[src/sv/alct_pkg.sv]
// shared types and constants for the age counter lru tracker
// no dependencies; used by alct_cell and age_counter_lru_tracker

package alct_pkg;

    localparam int CAPACITY = 20;
    localparam int KEY_BITS = 16;
    localparam int ITEM_KEY_BITS = 16;
    localparam int AGE_BITS = 5;
    localparam logic [AGE_BITS-1:0] AGE_LAST = AGE_BITS'(CAPACITY - 1);

    typedef logic [KEY_BITS-1:0] t_key;
    typedef logic [AGE_BITS-1:0] t_age;

    typedef enum logic [1:0] {
        ST_IDLE,
        ST_LOOKUP,
        ST_UPDATE
    } t_state;

    // control broadcast to every cell
    typedef struct packed {
        logic lookup;
        logic update;
        logic hit_any;
        t_key key;
        t_age hit_age;
    } t_cell_ctl;

    // priority chain passed from lower to higher numbered cells
    typedef struct packed {
        logic match_seen;
        logic evict_seen;
        logic free_seen;
    } t_chain;

    // per-cell contribution to the shared result
    typedef struct packed {
        logic hit;
        logic evict;
        t_age hit_age;
        t_key evict_key;
    } t_cell_out;

    // item key field to stored key width
    function automatic t_key to_key(input logic [ITEM_KEY_BITS-1:0] k);
        t_key r;
        for (int i = 0; i < KEY_BITS; i++) begin
            r[i] = (i < ITEM_KEY_BITS) ? k[i % ITEM_KEY_BITS] : 1'b0;
        end
        return r;
    endfunction

    // stored key to result field width
    function automatic logic [ITEM_KEY_BITS-1:0] from_key(input t_key k);
        logic [ITEM_KEY_BITS-1:0] r;
        for (int i = 0; i < ITEM_KEY_BITS; i++) begin
            r[i] = (i < KEY_BITS) ? k[i % KEY_BITS] : 1'b0;
        end
        return r;
    endfunction

endpackage

[src/sv/alct_cell.sv]
// one tracker entry: valid bit, key and recency age
// depends on alct_pkg; instantiated in a row by age_counter_lru_tracker

module alct_cell (
    input  logic                i_clk,
    input  logic                i_rst_n,
    input  alct_pkg::t_cell_ctl i_ctl,
    input  alct_pkg::t_chain    i_chain,
    output alct_pkg::t_chain    o_chain,
    output alct_pkg::t_cell_out o_out
);

    logic          r_valid;
    alct_pkg::t_key r_key;
    alct_pkg::t_age r_age;
    logic          r_hit;
    logic          r_evict_all;
    logic          r_evict_rep;

    logic key_eq;
    logic at_last;
    logic free_now;

    // compare and age-limit checks
    assign key_eq   = r_valid && (r_key == i_ctl.key);
    assign at_last  = r_valid && (r_age >= alct_pkg::AGE_LAST);
    assign free_now = !r_valid || r_evict_all;

    // priority chain to the next cell
    always_comb begin
        o_chain.match_seen = i_chain.match_seen | key_eq;
        o_chain.evict_seen = i_chain.evict_seen | at_last;
        o_chain.free_seen  = i_chain.free_seen | free_now;
    end

    // contribution to the shared result
    always_comb begin
        o_out.hit       = r_hit;
        o_out.evict     = r_evict_rep;
        o_out.hit_age   = r_hit ? r_age : '0;
        o_out.evict_key = r_evict_rep ? r_key : '0;
    end

    // lookup flags, registered in the lookup step and used by the later update
    always_ff @(posedge i_clk) begin
        if (!i_rst_n) begin
            r_hit       <= 1'b0;
            r_evict_all <= 1'b0;
            r_evict_rep <= 1'b0;
        end else if (i_ctl.lookup) begin
            r_hit       <= key_eq && !i_chain.match_seen;
            r_evict_all <= at_last;
            r_evict_rep <= at_last && !i_chain.evict_seen;
        end
    end

    // entry update
    always_ff @(posedge i_clk) begin
        if (!i_rst_n) begin
            r_valid <= 1'b0;
        end else if (i_ctl.update) begin
            if (i_ctl.hit_any) begin
                if (r_hit) begin
                    r_age <= '0;
                end else if (r_valid && (r_age < i_ctl.hit_age)) begin
                    r_age <= r_age + 1'b1;
                end
            end else if (free_now && !i_chain.free_seen) begin
                r_valid <= 1'b1;
                r_key   <= i_ctl.key;
                r_age   <= '0;
            end else if (r_evict_all) begin
                // aged out but not reused for the new key
                r_valid <= 1'b0;
            end else if (r_valid) begin
                r_age <= r_age + 1'b1;
            end
        end
    end

endmodule

[src/sv/age_counter_lru_tracker.sv]
// Tracks up to CAPACITY (20) resident keys, each with a recency age held in a
// row of entry cells. A word goes from acceptance to its result in the output
// register in these steps: it is captured, then every cell compares its key
// and age checks in parallel and the lowest-numbered match or eviction is
// picked along the cell chain, then every cell updates its age, valid bit and
// key at once while the result is loaded. The input side takes no new word
// until the previous result is loaded; a result held by i_out_stall keeps
// the update step waiting. Ineligible words give an all-zero result and leave
// the entries untouched. There is no clearing pass after reset.
// depends on alct_pkg and alct_cell

module age_counter_lru_tracker (
    input  logic        i_clk,
    input  logic        i_rst_n,
    input  logic        i_in_valid,
    output logic        o_in_stall,
    input  logic [15:0] i_item_key,
    input  logic        i_eligible,
    output logic        o_out_valid,
    input  logic        i_out_stall,
    output logic        o_hit,
    output logic        o_load_request,
    output logic        o_evict_valid,
    output logic [15:0] o_evict_key
);

    alct_pkg::t_state r_state;
    alct_pkg::t_state n_state;

    alct_pkg::t_key r_key;
    logic           r_elig;

    logic        r_out_valid;
    logic        r_hit;
    logic        r_load;
    logic        r_ev;
    logic [15:0] r_ev_key;

    logic in_take;
    logic out_free;
    logic res_load;
    logic ctl_lookup;
    logic ctl_update;

    alct_pkg::t_cell_ctl cell_ctl;
    alct_pkg::t_chain    chain [alct_pkg::CAPACITY+1];
    alct_pkg::t_cell_out cell_out [alct_pkg::CAPACITY];

    logic           hit_any;
    logic           ev_any;
    alct_pkg::t_age hit_age;
    alct_pkg::t_key ev_key;

    assign in_take  = i_in_valid && !o_in_stall;
    assign out_free = !r_out_valid || !i_out_stall;

    // state register
    always_ff @(posedge i_clk) begin
        if (!i_rst_n) begin
            r_state <= alct_pkg::ST_IDLE;
        end else begin
            r_state <= n_state;
        end
    end

    // next state
    always_comb begin
        n_state = r_state;
        unique case (r_state)
            alct_pkg::ST_IDLE: begin
                if (i_in_valid) begin
                    n_state = alct_pkg::ST_LOOKUP;
                end
            end
            alct_pkg::ST_LOOKUP: begin
                n_state = alct_pkg::ST_UPDATE;
            end
            alct_pkg::ST_UPDATE: begin
                if (out_free) begin
                    n_state = alct_pkg::ST_IDLE;
                end
            end
            default: begin
                n_state = alct_pkg::ST_IDLE;
            end
        endcase
    end

    // fsm outputs
    always_comb begin
        o_in_stall = 1'b1;
        ctl_lookup = 1'b0;
        ctl_update = 1'b0;
        res_load   = 1'b0;
        unique case (r_state)
            alct_pkg::ST_IDLE: begin
                o_in_stall = 1'b0;
            end
            alct_pkg::ST_LOOKUP: begin
                ctl_lookup = 1'b1;
            end
            alct_pkg::ST_UPDATE: begin
                ctl_update = out_free && r_elig;
                res_load   = out_free;
            end
            default: begin
                o_in_stall = 1'b1;
            end
        endcase
    end

    // capture the incoming word
    always_ff @(posedge i_clk) begin
        if (in_take) begin
            r_key  <= alct_pkg::to_key(i_item_key);
            r_elig <= i_eligible;
        end
    end

    // gather cell contributions
    always_comb begin
        hit_any = 1'b0;
        ev_any  = 1'b0;
        hit_age = '0;
        ev_key  = '0;
        for (int i = 0; i < alct_pkg::CAPACITY; i++) begin
            hit_any = hit_any | cell_out[i].hit;
            ev_any  = ev_any | cell_out[i].evict;
            hit_age = hit_age | cell_out[i].hit_age;
            ev_key  = ev_key | cell_out[i].evict_key;
        end
    end

    // control broadcast to the cells
    always_comb begin
        cell_ctl.lookup  = ctl_lookup;
        cell_ctl.update  = ctl_update;
        cell_ctl.hit_any = hit_any;
        cell_ctl.key     = r_key;
        cell_ctl.hit_age = hit_age;
    end

    // row of entry cells, chain starts empty at cell 0
    assign chain[0] = '0;

    for (genvar g = 0; g < alct_pkg::CAPACITY; g++) begin : g_cell
        alct_cell u_entry (
            .i_clk   (i_clk),
            .i_rst_n (i_rst_n),
            .i_ctl   (cell_ctl),
            .i_chain (chain[g]),
            .o_chain (chain[g+1]),
            .o_out   (cell_out[g])
        );
    end

    // output register
    always_ff @(posedge i_clk) begin
        if (!i_rst_n) begin
            r_out_valid <= 1'b0;
        end else if (res_load) begin
            r_out_valid <= 1'b1;
        end else if (!i_out_stall) begin
            r_out_valid <= 1'b0;
        end
    end

    always_ff @(posedge i_clk) begin
        if (res_load) begin
            r_hit    <= r_elig && hit_any;
            r_load   <= r_elig && !hit_any && chain[alct_pkg::CAPACITY].free_seen;
            r_ev     <= r_elig && !hit_any && ev_any;
            r_ev_key <= (r_elig && !hit_any) ? alct_pkg::from_key(ev_key) : '0;
        end
    end

    assign o_out_valid    = r_out_valid;
    assign o_hit          = r_hit;
    assign o_load_request = r_load;
    assign o_evict_valid  = r_ev;
    assign o_evict_key    = r_ev_key;

endmodule
[config.mk]
export PLATFORM = sky130hd
export DESIGN_NAME = age_counter_lru_tracker
export DESIGN_NICKNAME = d
export VERILOG_FILES = /design/src/sv/alct_pkg.sv /design/src/sv/alct_cell.sv /design/src/sv/age_counter_lru_tracker.sv
export SDC_FILE = /design/constraint.sdc
export NUM_CORES = 1
export LEC_CHECK = 0
export BUFFER_PORTS_ARGS = -buffer_cell sky130_fd_sc_hd__buf_2
export CAP_MARGIN = 20
export CELL_PAD_IN_SITES_DETAIL_PLACEMENT = 0
export CELL_PAD_IN_SITES_GLOBAL_PLACEMENT = 1
export CORE_UTILIZATION = 40
export DETAILED_ROUTE_END_ITERATION = 16
export HOLD_SLACK_MARGIN = 0.08
export MAX_ROUTING_LAYER = met4
export PLACE_DENSITY_LB_ADDON = 0.1
export SLEW_MARGIN = 20
export SYNTH_ARGS = -nofsm -noshare
export SYNTH_HDL_FRONTEND = slang
export SYNTH_HIERARCHICAL = 1
export SYNTH_SLANG_ARGS = --single-unit
[constraint.sdc]
create_clock -name i_clk -period 10.9 [get_ports i_clk]
set_clock_uncertainty 0.2 [all_clocks]
set_input_delay 2.18 -clock i_clk [delete_from_list [all_inputs] [get_ports i_clk]]
set_output_delay 2.18 -clock i_clk [all_outputs]
set_load 0.05 [all_outputs]
[After elaboration in Yosys (flattened, before gate mapping)]
Cells that the tools add are included.
Storage, ports and cells
  flip-flop bits (word level): 538
  latch bits: 0
  RAM bits: 0
  memory bits (read-only): 0
  input port bits: 21
  output and inout port bits: 21
  word-level logic and storage cells: 919
  memories kept: 0
Operators by class
  $add $sub $neg: 20
  $mul: 0
  div/mod/pow operators: 0
  magnitude comparators: 40
  equality and inequality tests: 65
  shifts and indexed selects: 0
  multiplexer cells: 209
  bitwise operators: 132
  reductions and logical operators: 326
Operator list (count)
  two-way mux 5 bit: 140
  equality test 16 bit: 20
  two-way mux 16 bit: 20
  OR 16 bit: 19
  logical AND 1 bit: 123
  adder 5 x 1 -> 5 bit, second input constant: 20
  greater-or-equal comparator 5 bit, second input constant: 20
  < comparator 5 bit: 20
  AND reduction 5 bit: 20
  OR 5 bit: 19
  OR 1 bit: 93
  logical NOT 1 bit: 80
  AND reduction 4 bit: 20
  inequality test 3 x 1 -> 1 bit, second input constant: 20
  inequality test 3 bit, second input constant: 20
  AND reduction 3 bit: 20
  nonzero test 3 bit: 20
  two-way mux 1 bit: 46
  nonzero test 2 bit: 20
  logical OR 1 bit: 21
  one-hot mux 2 bit (3 select lines): 1
  two-way mux 2 bit: 2
  inequality test 2 bit, second input constant: 2
  equality test 2 x 1 -> 1 bit, second input constant: 1
  other kinds (5): 5

[Logic depth before layout (Yosys ltp)]
  depth after elaboration: 25
  mapped depth: 42
  depth with buffers taken out: 42

[Cells and area by module]
Netlist, hierarchy kept.
Modules (own cells, without submodules)
  alct_cell: instances 20, cells each 124, area an instance 1382.6 um^2, seq. area each 710.7 um^2
  age_counter_lru_tracker: instances 1, cells each 238, area an instance 2452.4 um^2, seq. area each 1141.1 um^2

[Worst setup path after synthesis]
Ideal clock, no wire load.
  path type: reg-to-reg
  start: register g_cell[0].u_entry.r_age[0]
  end: register g_cell[19].u_entry.r_evict_rep
  library setup time: 83 ps
  data arrival time: 6991 ps
  data required time: 10617 ps
  slack: 3626 ps
  stages on the path, launching flop included: 25
  path buffers: 0
  clock period less this slack: 7274 ps
  cell sequence: edfxtp_1 ha_1 a2111oi_0 nor2_1 or2_2 or2_2 or2_2 or2_2 or2_2 or2_2 or2_2 or2_2 or2_2 or2_2 or2_2 or2_2 or2_2 or2_2 or2_2 or2_2 or2_2 or2_2 or2_2 nand3b_1 a21boi_0
RTL lines
  start, declared: RTL line alct_cell.sv:15  | alct_pkg::t_age r_age;
  start signal, assigned: RTL line alct_cell.sv:66  | r_age <= r_age + 1'b1;
  start signal, assigned: RTL line alct_cell.sv:76  | r_age <= r_age + 1'b1;
  end signal, assigned: RTL line alct_cell.sv:53  | r_evict_rep <= at_last && !i_chain.evict_seen;
  end, declared: RTL line alct_cell.sv:18  | logic r_evict_rep;

==> results summary <==
The met2 routing resource usage after global routing came out at 0.341. The path class of the tightest hold or removal check is flop to flop. In this run the critical register-to-register path is launched from g_cell[0].u_entry/r_age[0]$_DFFE_PP_. The number of nets still failing antenna checks after routing is 0. The final number of hold-violating endpoints is 0.

The number of cells on the worst reg-to-reg path is 24. The total power divided by cell area came out at 133 nW/um^2. The initial DRC count came out at 1440. The measured slew at the worst slew-check pin came out at 1.08 ns.

The number of global-route vias before repair came to 20100. The required time of the critical path is 11.22 ns. The effective utilization at floorplan came out at 0.404. Setup repair after global routing left no endpoint under its margin. The setup path with the least slack is of type flop to flop. The first global-routing pass estimated 126000 um of wire. The count of input and output buffers came out at 41. After clock tree synthesis, the setup repair step added 0 buffers. The endpoint identified for the worst register-to-register timing path is g_cell[19].u_entry/r_evict_rep$_SDFFE_PN0P_.

Across all register-to-register paths, the minimum setup slack is 3.23 ns. After detailed routing, the total wire length is 83400 um. Counting every instance in the synthesized netlist gives 2716. The non-filler instance count after layout came out at 3828. The average wire per standard cell came out at 21.8 um. The analysis attributes to cell leakage a power of 11.5 nW. The hold-critical path depth is 2.

The kind of start point of the critical path is a flop. The layer with the highest usage is met2. The initial antenna violation count came to 1.

The most frequent standard cell in the layout excluding fill and tap cells is sky130_fd_sc_hd__edfxtp_1. The half-perimeter wire length after detailed placement is 59000 um. The weighted congestion at the end of routability-driven global placement came out at 0.834.

The final net count is 2932. The first detailed-routing pass took 5 iterations. The number of diodes is 0.

The area of the die came out at 76300 sq um. The worst setup path is captured at a flop. The synthesis-to-layout area growth came out at 11.6%. The number of levels in the clock H-tree is 3.

The number of gates given a new drive strength after cts is 0. For met3 alone, demand over resource in global routing was 0.0246. The number of slew-limit violations in the final report came out at 0. For this run, global-route usage on met1 was measured as 0.310. 42 I/O pins were placed. In the global route stage, overall resource usage came out at 0.224. The minimum clock period after layout is 7.67 ns. For this run the aggregate overflow at the end of global routing stands at 0.

Hold is met by 0.328 ns. The summed negative setup slack over all endpoints is 0 ns. The number of sinks driven by the clock tree came out at 539. The average instance area after synthesis came out at 11.1 sq um.

The maximum number of pins on one net before global-route repair came out at 101. The top achievable clock speed came out at 130 MHz. The largest buffer count on any clock path is 3. The cell sitting at the root of the clock tree is a sky130_fd_sc_hd__clkbuf_16. The DRC violations left came out at 0. Max-cap violations in this run came to 0. Setup violations remaining at the end of the flow were counted as 0. The relative slew slack is 0.278. The clock buffer count from CTS came out at 66. The number of hold buffers added after cts came out at 0. The core box area is 74400 sq um. Data arrives at the worst endpoint at 7.99 ns. The fraction of layout cells with a size suffix above 1 is 0.0874.

The total instance count after detailed placement is 3712. The post-synthesis instance area is 30100 sq um. At the later pin of the worst-skew pair, clock insertion delay measures 0.62 ns. The top cell types in the final layout, fill and taps aside, are 456 x sky130_fd_sc_hd__edfxtp_1, 402 x sky130_fd_sc_hd__and2_1, 340 x sky130_fd_sc_hd__xor2_1. The vertical die dimension is 276 um. The Yosys warning count is 6. The CTS tree is built.

The maximum net fanout on the critical path is 6. Clock-pin slew was measured on the worst setup and hold paths at 0.05 ns. The fraction of the core area covered by cells at the end of the flow is 0.451.

The share of the cycle needed by the critical path after routing is 0.703. The flow ran to the end, and the final reports show no timing, DRC or antenna violations. The worst vdd rail ir drop is 0.123 mV.

The ratio of routed vias to standard cells is 5.26. The via total after detailed routing is 20100. In this run the most critical hold path is launched from o_out_valid$_SDFFE_PN0P_. Row generation in the floorplan step produced 100 rows. The worst hold path endpoint is o_out_valid$_SDFFE_PN0P_. The horizontal extent of the die is 276 um.
==> registers in the layout, summed over array words and instances (netlist names) <==
register / cells
g_cell.u_entry/r_age: 100
g_cell.u_entry/r_evict_all: 20
g_cell.u_entry/r_evict_rep: 20
g_cell.u_entry/r_hit: 20
g_cell.u_entry/r_key: 320
g_cell.u_entry/r_valid: 20
o_evict_key: 16
o_evict_valid: 1
o_hit: 1
o_load_request: 1
o_out_valid: 1
r_elig: 1
r_key: 16
r_state: 2
==> worst max path at each step <==
stage | slack (ns) | start | to
final | 3.23 | g_cell[0].u_entry/r_age[0]$_DFFE_PP_ | g_cell[19].u_entry/r_evict_rep$_SDFFE_PN0P_
after global routing | 2.98 | g_cell[0].u_entry/r_age[0]$_DFFE_PP_ | g_cell[19].u_entry/r_evict_rep$_SDFFE_PN0P_
after CTS | 3.20 | g_cell[0].u_entry/r_age[0]$_DFFE_PP_ | g_cell[19].u_entry/r_evict_rep$_SDFFE_PN0P_
after detailed placement | 3.25 | g_cell[0].u_entry/r_age[0]$_DFFE_PP_ | g_cell[19].u_entry/r_evict_rep$_SDFFE_PN0P_
after global placement | 3.17 | g_cell[0].u_entry/r_age[0]$_DFFE_PP_ | g_cell[19].u_entry/r_evict_rep$_SDFFE_PN0P_
after floorplan | 3.64 | g_cell[0].u_entry/r_age[0]$_DFFE_PP_ | g_cell[19].u_entry/r_evict_rep$_SDFFE_PN0P_
==> layout make-up <==
type,count,area (sq um)
inverters,122,458
repair buffers,84,531
multi-input cells,1998,14000
clock inverters,26,206
well taps,969,1210
fillers,6903,40900
clock buffers,90,1770
flip-flops and latches,539,15400
==> routing by layer <==
metal  part of all wire  up-vias
met1               0.48     9843
met5                  0        -
met4              0.029        0
met3              0.034       98
met2               0.45      337
li1                   -     9863
==> metrics by stage <==
step	total power, W	instance area (sq um)	setup WS [ns]
floorplan	0.00240	30100	3.64
global placement	0.00247	31600	3.17
detailed placement	0.00247	31600	3.25
CTS	0.00455	33600	3.20
global route	0.00463	33600	2.98
finish	0.00448	33600	3.23
==> worst max-delay path, stage by stage, from the launching register on <==
cell and delay (ns):
sky130_fd_sc_hd__edfxtp_1 0.45, sky130_fd_sc_hd__ha_1 0.28, sky130_fd_sc_hd__a2111oi_0 0.38, sky130_fd_sc_hd__nor2_1 0.13
sky130_fd_sc_hd__or2_2 0.29, sky130_fd_sc_hd__or2_2 0.30, sky130_fd_sc_hd__or2_2 0.31, sky130_fd_sc_hd__or2_2 0.32
sky130_fd_sc_hd__or2_2 0.31, sky130_fd_sc_hd__or2_2 0.30, sky130_fd_sc_hd__or2_2 0.31, sky130_fd_sc_hd__or2_2 0.31
sky130_fd_sc_hd__or2_2 0.30, sky130_fd_sc_hd__or2_2 0.32, sky130_fd_sc_hd__or2_2 0.32, sky130_fd_sc_hd__or2_2 0.31
sky130_fd_sc_hd__or2_2 0.30, sky130_fd_sc_hd__or2_2 0.30, sky130_fd_sc_hd__or2_2 0.30, sky130_fd_sc_hd__or2_2 0.30
sky130_fd_sc_hd__or2_2 0.30, sky130_fd_sc_hd__or2_2 0.30, sky130_fd_sc_hd__or2_2 0.29, sky130_fd_sc_hd__nand3b_1 0.15
sky130_fd_sc_hd__a21boi_0 0.18
==> power breakdown <==
part | internal, W | switching (W) | leakage (nW)
Clock | 0.00115 | 0.000901 | 0.966
Sequential | 0.00224 | 0.0000116 | 4.59
Combinational | 0.0000570 | 0.000120 | 5.92
(Power assumes the default switching activity.)
